<file path="src/rtl/lfu_pkg.sv">
`timescale 1ns / 1ps

package lfu_pkg;

   localparam int KIND_W  = 3;
   localparam int ENTRY_W = 8;
   localparam int HITS_W  = 16;
   localparam int CAND_W  = 8;
   localparam int FSIZE_W = 5;
   localparam int APB_W   = 32;
   localparam int PADDR_W = 3;

   localparam logic [FSIZE_W-1:0] FSIZE_RESET = 5'd16;

   // register index taken from paddr[2]
   localparam logic REG_FRAME_SIZE = 1'b0;

   localparam logic [KIND_W-1:0] KIND_HIT       = 3'd0;
   localparam logic [KIND_W-1:0] KIND_INS_FREE  = 3'd1;
   localparam logic [KIND_W-1:0] KIND_INS_EVICT = 3'd2;
   localparam logic [KIND_W-1:0] KIND_RD_ENTRY  = 3'd3;
   localparam logic [KIND_W-1:0] KIND_RD_EMPTY  = 3'd4;

   localparam logic MODE_RECOMMEND = 1'b0;
   localparam logic MODE_READOUT   = 1'b1;

endpackage

</file>
<file path="src/rtl/lfu_req_if.sv">
`timescale 1ns / 1ps

interface lfu_req_if;
   import lfu_pkg::*;

   logic              valid;
   logic              ready;
   logic              mode;
   logic [CAND_W-1:0] candidate;

   modport source (output valid, mode, candidate, input ready);
   modport sink   (input valid, mode, candidate, output ready);
endinterface

</file>
<file path="src/rtl/lfu_rsp_if.sv">
`timescale 1ns / 1ps

interface lfu_rsp_if;
   import lfu_pkg::*;

   logic               valid;
   logic               ready;
   logic [KIND_W-1:0]  kind;
   logic [ENTRY_W-1:0] entry_id;
   logic [HITS_W-1:0]  hit_count;
   logic [ENTRY_W-1:0] evicted_id;
   logic               last;

   modport source (output valid, kind, entry_id, hit_count, evicted_id, last, input ready);
   modport sink   (input valid, kind, entry_id, hit_count, evicted_id, last, output ready);
endinterface

</file>
<file path="src/rtl/lfu_frame_replacement_unit.sv">
`timescale 1ns / 1ps

// LFU frame replacement unit. Holds up to SLOTS (identifier, hit count) slots in
// insertion order in a slot RAM with one write port and one registered read port,
// walked by one compare unit under a small sequencer; the unit takes one request
// at a time.
// A recommend request makes one compare pass over the held slots; on a hit or a
// free insert it then writes one slot, and when it evicts (lowest count, oldest on
// ties) the slots above the victim are shifted down one per cycle and the new slot
// is written at the end.
// A readout request makes one pass over the RAM per identifier returned, in
// ascending order; an empty frame returns a single empty marker. The result
// register lets a new request be taken while the last result still waits. The
// user must write frame_size over the APB-style port only while the unit is idle;
// the unit does not enforce this. 0 acts as 1 and values above SLOTS act as SLOTS.
module lfu_frame_replacement_unit #(
   parameter int SLOTS      = 16,
   parameter int ID_BITS    = 8,
   parameter int COUNT_BITS = 16
) (
   input  logic                         clock,
   input  logic                         reset,
   lfu_req_if.sink                      req_chan,
   lfu_rsp_if.source                    rsp_chan,
   input  logic                         psel,
   input  logic                         penable,
   input  logic                         pwrite,
   input  logic [lfu_pkg::PADDR_W-1:0]  paddr,
   input  logic [lfu_pkg::APB_W-1:0]    pwdata,
   output logic [lfu_pkg::APB_W-1:0]    prdata,
   output logic                         pready
);
   import lfu_pkg::*;

   localparam int OCC_W = $clog2(SLOTS + 1);
   localparam int IDX_W = (SLOTS > 1) ? $clog2(SLOTS) : 1;
   localparam int MW    = ID_BITS + COUNT_BITS;
   localparam int CW    = OCC_W + FSIZE_W;

   localparam logic [2:0] S_IDLE   = 3'd0;
   localparam logic [2:0] S_SCAN   = 3'd1;
   localparam logic [2:0] S_DECIDE = 3'd2;
   localparam logic [2:0] S_SHIFT  = 3'd3;
   localparam logic [2:0] S_APPEND = 3'd4;
   localparam logic [2:0] S_PUT    = 3'd5;
   localparam logic [2:0] S_RSCAN  = 3'd6;

   localparam logic [OCC_W-1:0]      OCC_ONE   = OCC_W'(1);
   localparam logic [COUNT_BITS-1:0] COUNT_ONE = COUNT_BITS'(1);
   localparam logic [COUNT_BITS-1:0] COUNT_MAX = '1;

   logic [MW-1:0] slot_mem [SLOTS];

   logic [2:0]            state_ff, state_in;
   logic [OCC_W-1:0]      occ_ff, occ_in;
   logic [FSIZE_W-1:0]    fsize_ff, fsize_in;
   logic [OCC_W-1:0]      cnt_ff, cnt_in;
   logic                  rd_vld_ff, rd_vld_in;
   logic [OCC_W-1:0]      rd_idx_ff, rd_idx_in;
   logic [MW-1:0]         rd_data_ff;
   logic [ID_BITS-1:0]    cand_ff, cand_in;
   logic                  hit_ff, hit_in;
   logic [OCC_W-1:0]      hit_idx_ff, hit_idx_in;
   logic [COUNT_BITS-1:0] hit_val_ff, hit_val_in;
   logic                  sel_ok_ff, sel_ok_in;
   logic [OCC_W-1:0]      sel_idx_ff, sel_idx_in;
   logic [ID_BITS-1:0]    sel_id_ff, sel_id_in;
   logic [COUNT_BITS-1:0] sel_val_ff, sel_val_in;
   logic                  have_prev_ff, have_prev_in;
   logic [ID_BITS-1:0]    prev_id_ff, prev_id_in;
   logic [OCC_W-1:0]      emit_cnt_ff, emit_cnt_in;
   logic [KIND_W-1:0]     res_kind_ff, res_kind_in;
   logic [ID_BITS-1:0]    res_id_ff, res_id_in;
   logic [COUNT_BITS-1:0] res_hits_ff, res_hits_in;
   logic [ID_BITS-1:0]    res_ev_ff, res_ev_in;
   logic                  res_last_ff, res_last_in;
   logic                  rsp_valid_ff, rsp_valid_in;
   logic [KIND_W-1:0]     rsp_kind_ff, rsp_kind_in;
   logic [ENTRY_W-1:0]    rsp_id_ff, rsp_id_in;
   logic [HITS_W-1:0]     rsp_hits_ff, rsp_hits_in;
   logic [ENTRY_W-1:0]    rsp_ev_ff, rsp_ev_in;
   logic                  rsp_last_ff, rsp_last_in;

   logic                  mem_we;
   logic [IDX_W-1:0]      mem_wa;
   logic [MW-1:0]         mem_wd;
   logic [IDX_W-1:0]      mem_ra;

   logic [ID_BITS-1:0]    d_id;
   logic [COUNT_BITS-1:0] d_hits;
   logic [OCC_W-1:0]      occ_m1;
   logic                  last_rd;
   logic                  issue;
   logic                  take_min;
   logic                  take_asc;
   logic                  frame_full;
   logic [CW-1:0]         eff_size;
   logic                  req_fire;
   logic                  out_free;
   logic                  csr_wr;
   logic [CAND_W+ID_BITS-1:0]  cand_ext;
   logic [ID_BITS+ENTRY_W-1:0] id_ext;
   logic [ID_BITS+ENTRY_W-1:0] ev_ext;
   logic [COUNT_BITS+HITS_W-1:0] hits_ext;
   logic [COUNT_BITS-1:0] hit_sat;

   assign d_id    = rd_data_ff[MW-1:COUNT_BITS];
   assign d_hits  = rd_data_ff[COUNT_BITS-1:0];
   assign occ_m1  = occ_ff - OCC_ONE;
   assign last_rd = rd_vld_ff && (rd_idx_ff == occ_m1);
   assign issue   = (state_ff == S_SCAN || state_ff == S_SHIFT || state_ff == S_RSCAN)
                    && (cnt_ff < occ_ff);
   assign mem_ra  = cnt_ff[IDX_W-1:0];

   assign take_min = !sel_ok_ff || (d_hits < sel_val_ff);
   assign take_asc = (!have_prev_ff || (d_id > prev_id_ff))
                     && (!sel_ok_ff || (d_id < sel_id_ff));

   always_comb begin
      if (fsize_ff == '0) begin
         eff_size = CW'(1);
      end else if (CW'(fsize_ff) > CW'(SLOTS)) begin
         eff_size = CW'(SLOTS);
      end else begin
         eff_size = CW'(fsize_ff);
      end
   end
   assign frame_full = CW'(occ_ff) >= eff_size;

   assign hit_sat  = (hit_val_ff == COUNT_MAX) ? hit_val_ff : hit_val_ff + COUNT_ONE;
   assign cand_ext = {{ID_BITS{1'b0}}, req_chan.candidate};
   assign id_ext   = {{ENTRY_W{1'b0}}, res_id_ff};
   assign ev_ext   = {{ENTRY_W{1'b0}}, res_ev_ff};
   assign hits_ext = {{HITS_W{1'b0}}, res_hits_ff};

   assign req_chan.ready = (state_ff == S_IDLE);
   assign req_fire       = req_chan.valid && (state_ff == S_IDLE);
   assign out_free       = !rsp_valid_ff || rsp_chan.ready;

   assign pready = 1'b1;
   assign csr_wr = psel && penable && pwrite;
   assign prdata = (paddr[2] == REG_FRAME_SIZE) ? APB_W'(fsize_ff) : '0;

   always_comb begin
      state_in     = state_ff;
      occ_in       = occ_ff;
      fsize_in     = fsize_ff;
      cnt_in       = cnt_ff;
      rd_vld_in    = issue;
      rd_idx_in    = cnt_ff;
      cand_in      = cand_ff;
      hit_in       = hit_ff;
      hit_idx_in   = hit_idx_ff;
      hit_val_in   = hit_val_ff;
      sel_ok_in    = sel_ok_ff;
      sel_idx_in   = sel_idx_ff;
      sel_id_in    = sel_id_ff;
      sel_val_in   = sel_val_ff;
      have_prev_in = have_prev_ff;
      prev_id_in   = prev_id_ff;
      emit_cnt_in  = emit_cnt_ff;
      res_kind_in  = res_kind_ff;
      res_id_in    = res_id_ff;
      res_hits_in  = res_hits_ff;
      res_ev_in    = res_ev_ff;
      res_last_in  = res_last_ff;
      rsp_valid_in = rsp_valid_ff && !rsp_chan.ready;
      rsp_kind_in  = rsp_kind_ff;
      rsp_id_in    = rsp_id_ff;
      rsp_hits_in  = rsp_hits_ff;
      rsp_ev_in    = rsp_ev_ff;
      rsp_last_in  = rsp_last_ff;
      mem_we       = 1'b0;
      mem_wa       = '0;
      mem_wd       = '0;

      if (csr_wr && paddr[2] == REG_FRAME_SIZE) begin
         fsize_in = pwdata[FSIZE_W-1:0];
      end

      if (issue) begin
         cnt_in = cnt_ff + OCC_ONE;
      end

      case (state_ff)
         S_IDLE: begin
            if (req_fire) begin
               cand_in   = cand_ext[ID_BITS-1:0];
               cnt_in    = '0;
               hit_in    = 1'b0;
               sel_ok_in = 1'b0;
               if (req_chan.mode == MODE_RECOMMEND) begin
                  state_in = (occ_ff == '0) ? S_DECIDE : S_SCAN;
               end else if (occ_ff == '0) begin
                  res_kind_in = KIND_RD_EMPTY;
                  res_id_in   = '0;
                  res_hits_in = '0;
                  res_ev_in   = '0;
                  res_last_in = 1'b1;
                  state_in    = S_PUT;
               end else begin
                  have_prev_in = 1'b0;
                  emit_cnt_in  = '0;
                  state_in     = S_RSCAN;
               end
            end
         end
         S_SCAN: begin
            if (rd_vld_ff) begin
               if (d_id == cand_ff) begin
                  hit_in     = 1'b1;
                  hit_idx_in = rd_idx_ff;
                  hit_val_in = d_hits;
               end
               if (take_min) begin
                  sel_ok_in  = 1'b1;
                  sel_idx_in = rd_idx_ff;
                  sel_id_in  = d_id;
                  sel_val_in = d_hits;
               end
            end
            if (last_rd) begin
               state_in = S_DECIDE;
            end
         end
         S_DECIDE: begin
            res_id_in   = cand_ff;
            res_last_in = 1'b1;
            res_ev_in   = '0;
            if (hit_ff) begin
               mem_we      = 1'b1;
               mem_wa      = hit_idx_ff[IDX_W-1:0];
               mem_wd      = {cand_ff, hit_sat};
               res_kind_in = KIND_HIT;
               res_hits_in = hit_sat;
               state_in    = S_PUT;
            end else if (frame_full) begin
               res_ev_in   = sel_id_ff;
               res_kind_in = KIND_INS_EVICT;
               res_hits_in = COUNT_ONE;
               if (sel_idx_ff == occ_m1) begin
                  state_in = S_APPEND;
               end else begin
                  cnt_in   = sel_idx_ff + OCC_ONE;
                  state_in = S_SHIFT;
               end
            end else begin
               mem_we      = 1'b1;
               mem_wa      = occ_ff[IDX_W-1:0];
               mem_wd      = {cand_ff, COUNT_ONE};
               occ_in      = occ_ff + OCC_ONE;
               res_kind_in = KIND_INS_FREE;
               res_hits_in = COUNT_ONE;
               state_in    = S_PUT;
            end
         end
         S_SHIFT: begin
            if (rd_vld_ff) begin
               mem_we = 1'b1;
               mem_wa = IDX_W'(rd_idx_ff - OCC_ONE);
               mem_wd = rd_data_ff;
            end
            if (last_rd) begin
               state_in = S_APPEND;
            end
         end
         S_APPEND: begin
            mem_we   = 1'b1;
            mem_wa   = occ_m1[IDX_W-1:0];
            mem_wd   = {cand_ff, COUNT_ONE};
            state_in = S_PUT;
         end
         S_PUT: begin
            if (out_free) begin
               rsp_valid_in = 1'b1;
               rsp_kind_in  = res_kind_ff;
               rsp_id_in    = id_ext[ENTRY_W-1:0];
               rsp_hits_in  = hits_ext[HITS_W-1:0];
               rsp_ev_in    = ev_ext[ENTRY_W-1:0];
               rsp_last_in  = res_last_ff;
               if (res_last_ff) begin
                  state_in = S_IDLE;
               end else begin
                  cnt_in       = '0;
                  sel_ok_in    = 1'b0;
                  have_prev_in = 1'b1;
                  prev_id_in   = res_id_ff;
                  emit_cnt_in  = emit_cnt_ff + OCC_ONE;
                  state_in     = S_RSCAN;
               end
            end
         end
         S_RSCAN: begin
            if (rd_vld_ff && take_asc) begin
               sel_ok_in  = 1'b1;
               sel_id_in  = d_id;
               sel_val_in = d_hits;
            end
            if (last_rd) begin
               res_kind_in = KIND_RD_ENTRY;
               res_id_in   = take_asc ? d_id : sel_id_ff;
               res_hits_in = take_asc ? d_hits : sel_val_ff;
               res_ev_in   = '0;
               res_last_in = (emit_cnt_ff == occ_m1);
               state_in    = S_PUT;
            end
         end
         default: begin
            state_in = S_IDLE;
         end
      endcase
   end

   always_ff @(posedge clock) begin
      if (mem_we) begin
         slot_mem[mem_wa] <= mem_wd;
      end
      rd_data_ff <= slot_mem[mem_ra];
   end

   always_ff @(posedge clock) begin
      if (reset) begin
         state_ff     <= S_IDLE;
         occ_ff       <= '0;
         fsize_ff     <= FSIZE_RESET;
         rd_vld_ff    <= 1'b0;
         rsp_valid_ff <= 1'b0;
      end else begin
         state_ff     <= state_in;
         occ_ff       <= occ_in;
         fsize_ff     <= fsize_in;
         rd_vld_ff    <= rd_vld_in;
         rsp_valid_ff <= rsp_valid_in;
      end
   end

   always_ff @(posedge clock) begin
      cnt_ff       <= cnt_in;
      rd_idx_ff    <= rd_idx_in;
      cand_ff      <= cand_in;
      hit_ff       <= hit_in;
      hit_idx_ff   <= hit_idx_in;
      hit_val_ff   <= hit_val_in;
      sel_ok_ff    <= sel_ok_in;
      sel_idx_ff   <= sel_idx_in;
      sel_id_ff    <= sel_id_in;
      sel_val_ff   <= sel_val_in;
      have_prev_ff <= have_prev_in;
      prev_id_ff   <= prev_id_in;
      emit_cnt_ff  <= emit_cnt_in;
      res_kind_ff  <= res_kind_in;
      res_id_ff    <= res_id_in;
      res_hits_ff  <= res_hits_in;
      res_ev_ff    <= res_ev_in;
      res_last_ff  <= res_last_in;
      rsp_kind_ff  <= rsp_kind_in;
      rsp_id_ff    <= rsp_id_in;
      rsp_hits_ff  <= rsp_hits_in;
      rsp_ev_ff    <= rsp_ev_in;
      rsp_last_ff  <= rsp_last_in;
   end

   assign rsp_chan.valid      = rsp_valid_ff;
   assign rsp_chan.kind       = rsp_kind_ff;
   assign rsp_chan.entry_id   = rsp_id_ff;
   assign rsp_chan.hit_count  = rsp_hits_ff;
   assign rsp_chan.evicted_id = rsp_ev_ff;
   assign rsp_chan.last       = rsp_last_ff;

endmodule
</file>
<file path="src/flat_wrapper.sv">
// flat-port wrapper written by rule: the top's interface ports become plain ports
module lfu_frame_replacement_unit_flat import lfu_pkg::*;
#(
   parameter int SLOTS      = 16,
   parameter int ID_BITS    = 8,
   parameter int COUNT_BITS = 16
)
  (clock, reset, psel, penable, pwrite, paddr, pwdata, prdata, pready, req_chan_valid, req_chan_mode, req_chan_candidate, req_chan_ready, rsp_chan_valid, rsp_chan_kind, rsp_chan_entry_id, rsp_chan_hit_count, rsp_chan_evicted_id, rsp_chan_last, rsp_chan_ready);
  lfu_req_if req_chan_i ();
  lfu_rsp_if rsp_chan_i ();
  input  logic clock;
  input  logic reset;
  input  logic psel;
  input  logic penable;
  input  logic pwrite;
  input  logic [lfu_pkg::PADDR_W-1:0] paddr;
  input  logic [lfu_pkg::APB_W-1:0] pwdata;
  output logic [lfu_pkg::APB_W-1:0] prdata;
  output logic pready;
  input wire logic [$bits(req_chan_i.valid)-1:0] req_chan_valid;
  input wire logic [$bits(req_chan_i.mode)-1:0] req_chan_mode;
  input wire logic [$bits(req_chan_i.candidate)-1:0] req_chan_candidate;
  output wire logic [$bits(req_chan_i.ready)-1:0] req_chan_ready;
  output wire logic [$bits(rsp_chan_i.valid)-1:0] rsp_chan_valid;
  output wire logic [$bits(rsp_chan_i.kind)-1:0] rsp_chan_kind;
  output wire logic [$bits(rsp_chan_i.entry_id)-1:0] rsp_chan_entry_id;
  output wire logic [$bits(rsp_chan_i.hit_count)-1:0] rsp_chan_hit_count;
  output wire logic [$bits(rsp_chan_i.evicted_id)-1:0] rsp_chan_evicted_id;
  output wire logic [$bits(rsp_chan_i.last)-1:0] rsp_chan_last;
  input wire logic [$bits(rsp_chan_i.ready)-1:0] rsp_chan_ready;
  assign req_chan_i.valid = req_chan_valid;
  assign req_chan_i.mode = req_chan_mode;
  assign req_chan_i.candidate = req_chan_candidate;
  assign req_chan_ready = req_chan_i.ready;
  assign rsp_chan_valid = rsp_chan_i.valid;
  assign rsp_chan_kind = rsp_chan_i.kind;
  assign rsp_chan_entry_id = rsp_chan_i.entry_id;
  assign rsp_chan_hit_count = rsp_chan_i.hit_count;
  assign rsp_chan_evicted_id = rsp_chan_i.evicted_id;
  assign rsp_chan_last = rsp_chan_i.last;
  assign rsp_chan_i.ready = rsp_chan_ready;
  lfu_frame_replacement_unit #(.SLOTS(SLOTS), .ID_BITS(ID_BITS), .COUNT_BITS(COUNT_BITS)) u_core (.clock(clock), .reset(reset), .req_chan(req_chan_i), .rsp_chan(rsp_chan_i), .psel(psel), .penable(penable), .pwrite(pwrite), .paddr(paddr), .pwdata(pwdata), .prdata(prdata), .pready(pready));
endmodule
</file>
<file path="config.mk">
export PLATFORM = sky130hd
export DESIGN_NAME = lfu_frame_replacement_unit_flat
export DESIGN_NICKNAME = d
export VERILOG_FILES = /design/src/rtl/lfu_pkg.sv /design/src/rtl/lfu_req_if.sv /design/src/rtl/lfu_rsp_if.sv /design/src/rtl/lfu_frame_replacement_unit.sv /design/src/flat_wrapper.sv
export SDC_FILE = /design/constraint.sdc
export NUM_CORES = 1
export LEC_CHECK = 0
export ABC_AREA = 1
export BUFFER_PORTS_ARGS = -buffer_cell sky130_fd_sc_hd__buf_2
export CAP_MARGIN = 20
export CORE_MARGIN = 8
export CORE_UTILIZATION = 46
export CTS_BUF_LIST = sky130_fd_sc_hd__clkbuf_16
export DETAILED_ROUTE_END_ITERATION = 12
export GPL_TIMING_DRIVEN = 0
export HOLD_SLACK_MARGIN = 0.03
export SYNTH_ARGS = -nofsm -noshare
export SYNTH_HDL_FRONTEND = slang
export SYNTH_SLANG_ARGS = --single-unit
export TNS_END_PERCENT = 30
</file>
<file path="constraint.sdc">
create_clock -name clock -period 5.5 [get_ports clock]
set_clock_uncertainty 0.1 [all_clocks]
set_input_delay 1.65 -clock clock [delete_from_list [all_inputs] [get_ports clock]]
set_output_delay 1.65 -clock clock [all_outputs]
set_load 0.05 [all_outputs]
</file>
==> run metrics <==
outcome complete, no violations; final routed DRC violation total 0; total number of vias 16100; number of nets still failing antenna checks after routing 0; worst min-delay path endpoint u_core.rd_idx_ff[0]; Critical Setup Path Class input port to output pin; number of synthesized flops with an enable pin 529; global-route track usage on met1 28.1%; unrepaired setup endpoints after global routing no; crit path capture type output pin; Min Clock Period, post-route 3.90 ns; GR Util All Layers 20.3%; effective utilization at floorplan 46.4%; maximum number of pins on one net before global-route repair 37; clock tree from TritonCTS done; post-synthesis share of cell area spent on xor and xnor gates 0.828%; final wirelength 62400 um; Die Y-Extent 246 um; layout cells sized above 1 13.3%; Sum Neg Setup Slack 0 ns; area growth from synthesis to layout 14.6%; most used routing layer met2; worst slack at placement 1.59 ns; number of buffers added to fix hold violations after cts 0; met3 track demand over resource in global routing 3.12%; post-synth design cell area 24300 um^2; Reg2Reg Setup Slack 1.68 ns; area after detailed placement 26100 um^2; post-synthesis area per instance 12.2 um^2; total core area 52400 um^2; global placer's final weighted congestion 0.913; total I/O pin count 122; via count of the first global-routing pass 15500; Reg-to-Reg Start u_core.occ_ff[0]; Congestion Overflow GR 0; source-to-sink clock delay at the later pin of the worst-skew pair 0.63 ns; number of maximum-capacitance constraint violations 0; number of storage elements in the synthesis netlist 578; worst path setup slack after routing 1.60 ns; arrival time reported for the critical path endpoint 2.15 ns; power density over the cells 509 nW/um^2; Clock Tree Root sky130_fd_sc_hd__clkbuf_16; data required time at the worst endpoint 3.75 ns; multi-input gate area in the final layout 6600 um^2; Final Setup Violations 0; Leak Pwr 10.2 nW; actual slew at the worst max-slew pin 0.933 ns; sequential share of the synthesized area 69.3%; type of the tightest min-delay check register to register; multiplexer share of the synthesized area 1.65%; number of buffers created by CTS 59; Max-slew headroom 37.7%; first-pass GRT wire length 94500 um; worst reg2reg path depth 14; number of gates resized after cts 0; detailed-placement wirelength estimate 44600 um; flip-flop cell with the highest count after synthesis sky130_fd_sc_hd__edfxtp_1; Core Util, Final 53.2%; end of the worst register-to-register path u_core.slot_mem[9][6]; Max Slew Vio Count 0; combinational family with the most area after synthesis simple AND/OR/NAND/NOR gates; detail-routed net length per standard cell 21.4 um; Die Area 60500 um^2; standard-cell rows 84; global-route met2 utilization 33.0%; source of the worst hold timing path u_core.cnt_ff[0]; Worst IR Drop VDD 0.260 mV; 1st-pass router iterations 5; Cells on Worst Hold Path 0; total number of clock tree sinks 578; die boundary width 246 um; post-route standard cell area excluding fillers 27900 um^2; Post CTS Setup Buffer Count 0; final cycle utilization of the critical path 70.9%; number of antenna violations at the first check in global routing 2; H-tree lvl count 2; Max clock buf depth 3; count of cell types in the netlist 50; vias per cell 5.51; area share of fa/ha/maj cells after synthesis 2.42%; hold violation count in the final report 0; maximum fanout along the worst path 6; Worst Setup Start Kind input port; storage element area 16900 um^2; post-synthesis compound-gate area fraction 8.37%; proportion of register bits with asynchronous set or reset after synthesis 0%; 1st-iter DRT viols 1538; count of mapped cells out of synthesis 1995; count of synthesis-stage warnings from yosys 0; Achievable Freq 256 MHz; number of inserted filler cells in the final layout 4432; Total Nets Final 2274; register clock-pin slew on the reported worst setup and hold paths 0.06 ns; synthesized-area fraction occupied by and/or/nand/nor cells 12.8%; count of input and output buffers 63
## sequential cells by signal, indices dropped and copies added, names as in the netlist, 4 cells and up
name / count
u_core.hit_idx_ff: 4
u_core.rsp_chan.entry_id: 8
u_core.sel_id_ff: 8
u_core.res_hits_ff: 16
u_core.cnt_ff: 5
u_core.rd_idx_ff: 5
u_core.fsize_ff: 5
u_core.res_id_ff: 8
u_core.occ_ff: 5
u_core.rsp_chan.hit_count: 16
u_core.cand_ff: 8
u_core.rd_data_ff: 24
u_core.emit_cnt_ff: 5
u_core.prev_id_ff: 8
u_core.res_ev_ff: 8
u_core.hit_val_ff: 16
u_core.rsp_chan.evicted_id: 8
u_core.sel_val_ff: 16
u_core.sel_idx_ff: 5
u_core.slot_mem: 384
## per-layer routing
metal | part of all wire, % | wire length [um]
met1 | 43 | 26800
met2 | 47 | 29300
met3 | 7.5 | 4710
met4 | 2.4 | 1520
met5 | 0 | 0
## stage by stage
stage	instances	hold slack [ns]	total power, mW
4_1_cts	2911	0.271	14.2
3_5_place_dp	2801	0.262	10.5
3_3_place_gp	2772	0.264	10.2
2_1_floorplan	2021	0.252	8.78
6_report	2914	0.272	14.2
5_1_grt	2913	0.280	14.8
## worst max-delay path: stages
cell and delay [ns]:
sky130_fd_sc_hd__buf_2 0.13, sky130_fd_sc_hd__nor2_1 0.10, sky130_fd_sc_hd__buf_2 0.27
## power by group
group / internal, mW / switching (mW) / total [mW]
clock: 2.09 / 1.68 / 3.76
combinational: 1.13 / 3.01 / 4.14
sequential: 5.95 / 0.343 / 6.30
## final cells by class
cell class,count,area share [%]
flip-flops and latches,578,60.4
multi-input cells,1191,23.6
clock buffers,59,5.29
well taps,688,3.08
repair buffers,94,2.35
plain buffers,113,2.10
inverters,139,1.89
clock inverters,51,1.20
diodes,1,0.00897
## cell usage after synthesis (25+ instances only)
cell	n	area (um^2)
sky130_fd_sc_hd__o21ai_0	147	736
sky130_fd_sc_hd__o32ai_1	57	499
sky130_fd_sc_hd__dfxtp_1	49	981
sky130_fd_sc_hd__a21oi_1	38	190
sky130_fd_sc_hd__nand2_1	260	976
sky130_fd_sc_hd__nor2_1	295	1110
sky130_fd_sc_hd__mux2i_1	39	390
sky130_fd_sc_hd__buf_4	33	248
sky130_fd_sc_hd__o221ai_1	40	350
sky130_fd_sc_hd__ha_1	47	588
sky130_fd_sc_hd__buf_2	25	125
sky130_fd_sc_hd__clkbuf_1	51	191
sky130_fd_sc_hd__edfxtp_1	529	15900
sky130_fd_sc_hd__inv_1	123	462
sky130_fd_sc_hd__nand3_1	122	611
## worst max path at each step
stage	from	end	slack, ns
after global routing	u_core.occ_ff[0]	u_core.slot_mem[9][15]	1.47
after floorplan	req_chan_valid	u_core.res_ev_ff[0]	1.34
after global placement	req_chan_valid	u_core.res_hits_ff[6]	0.44
after detailed placement	paddr[2]	prdata[0]	1.59
after CTS	paddr[2]	prdata[0]	1.59
final	paddr[2]	prdata[0]	1.60
## cells by family (layout without fill, tap and decap cells)
logic type | count (synthesis) | after routing
and+or+nand+nor | 736 | 736
AOI/OAI and AO/OA | 317 | 317
DFF | 578 | 578
buffers and inverters | 252 | 456
adders and majority gates | 47 | 47
xor gates and xnor gates | 23 | 23
other | 2 | 29
muxes | 40 | 40
## cell usage in the layout, fill, tap and decap left out, types with 6 or more instances in the layout
cell type / synthesis / layout
sky130_fd_sc_hd__a21oi_1: 38 / 37
sky130_fd_sc_hd__buf_2: 25 / 88
sky130_fd_sc_hd__buf_4: 33 / 48
sky130_fd_sc_hd__buf_6: 1 / 6
sky130_fd_sc_hd__buf_8: 0 / 10
sky130_fd_sc_hd__clkbuf_1: 51 / 51
sky130_fd_sc_hd__clkbuf_16: 0 / 59
sky130_fd_sc_hd__clkinv_1: 3 / 17
sky130_fd_sc_hd__clkinv_2: 0 / 9
sky130_fd_sc_hd__conb_1: 2 / 28
sky130_fd_sc_hd__dfxtp_1: 49 / 49
sky130_fd_sc_hd__edfxtp_1: 529 / 529
sky130_fd_sc_hd__ha_1: 47 / 47
sky130_fd_sc_hd__inv_1: 123 / 142
sky130_fd_sc_hd__inv_2: 12 / 12
sky130_fd_sc_hd__mux2i_1: 39 / 39
sky130_fd_sc_hd__nand2_1: 260 / 260
sky130_fd_sc_hd__nand2_2: 8 / 8
sky130_fd_sc_hd__nand3_1: 122 / 122
sky130_fd_sc_hd__nand3b_1: 9 / 9
sky130_fd_sc_hd__nand4_1: 13 / 13
sky130_fd_sc_hd__nor2_1: 295 / 276
sky130_fd_sc_hd__nor2_2: 4 / 13
sky130_fd_sc_hd__nor2_4: 2 / 12
sky130_fd_sc_hd__nor3_1: 7 / 7
sky130_fd_sc_hd__o211ai_1: 13 / 13
sky130_fd_sc_hd__o21ai_0: 147 / 134
sky130_fd_sc_hd__o21ai_1: 4 / 15
sky130_fd_sc_hd__o221ai_1: 40 / 40
sky130_fd_sc_hd__o32ai_1: 57 / 57
sky130_fd_sc_hd__xnor2_1: 10 / 10
sky130_fd_sc_hd__xor2_1: 13 / 13
(Power assumes the default switching activity.)
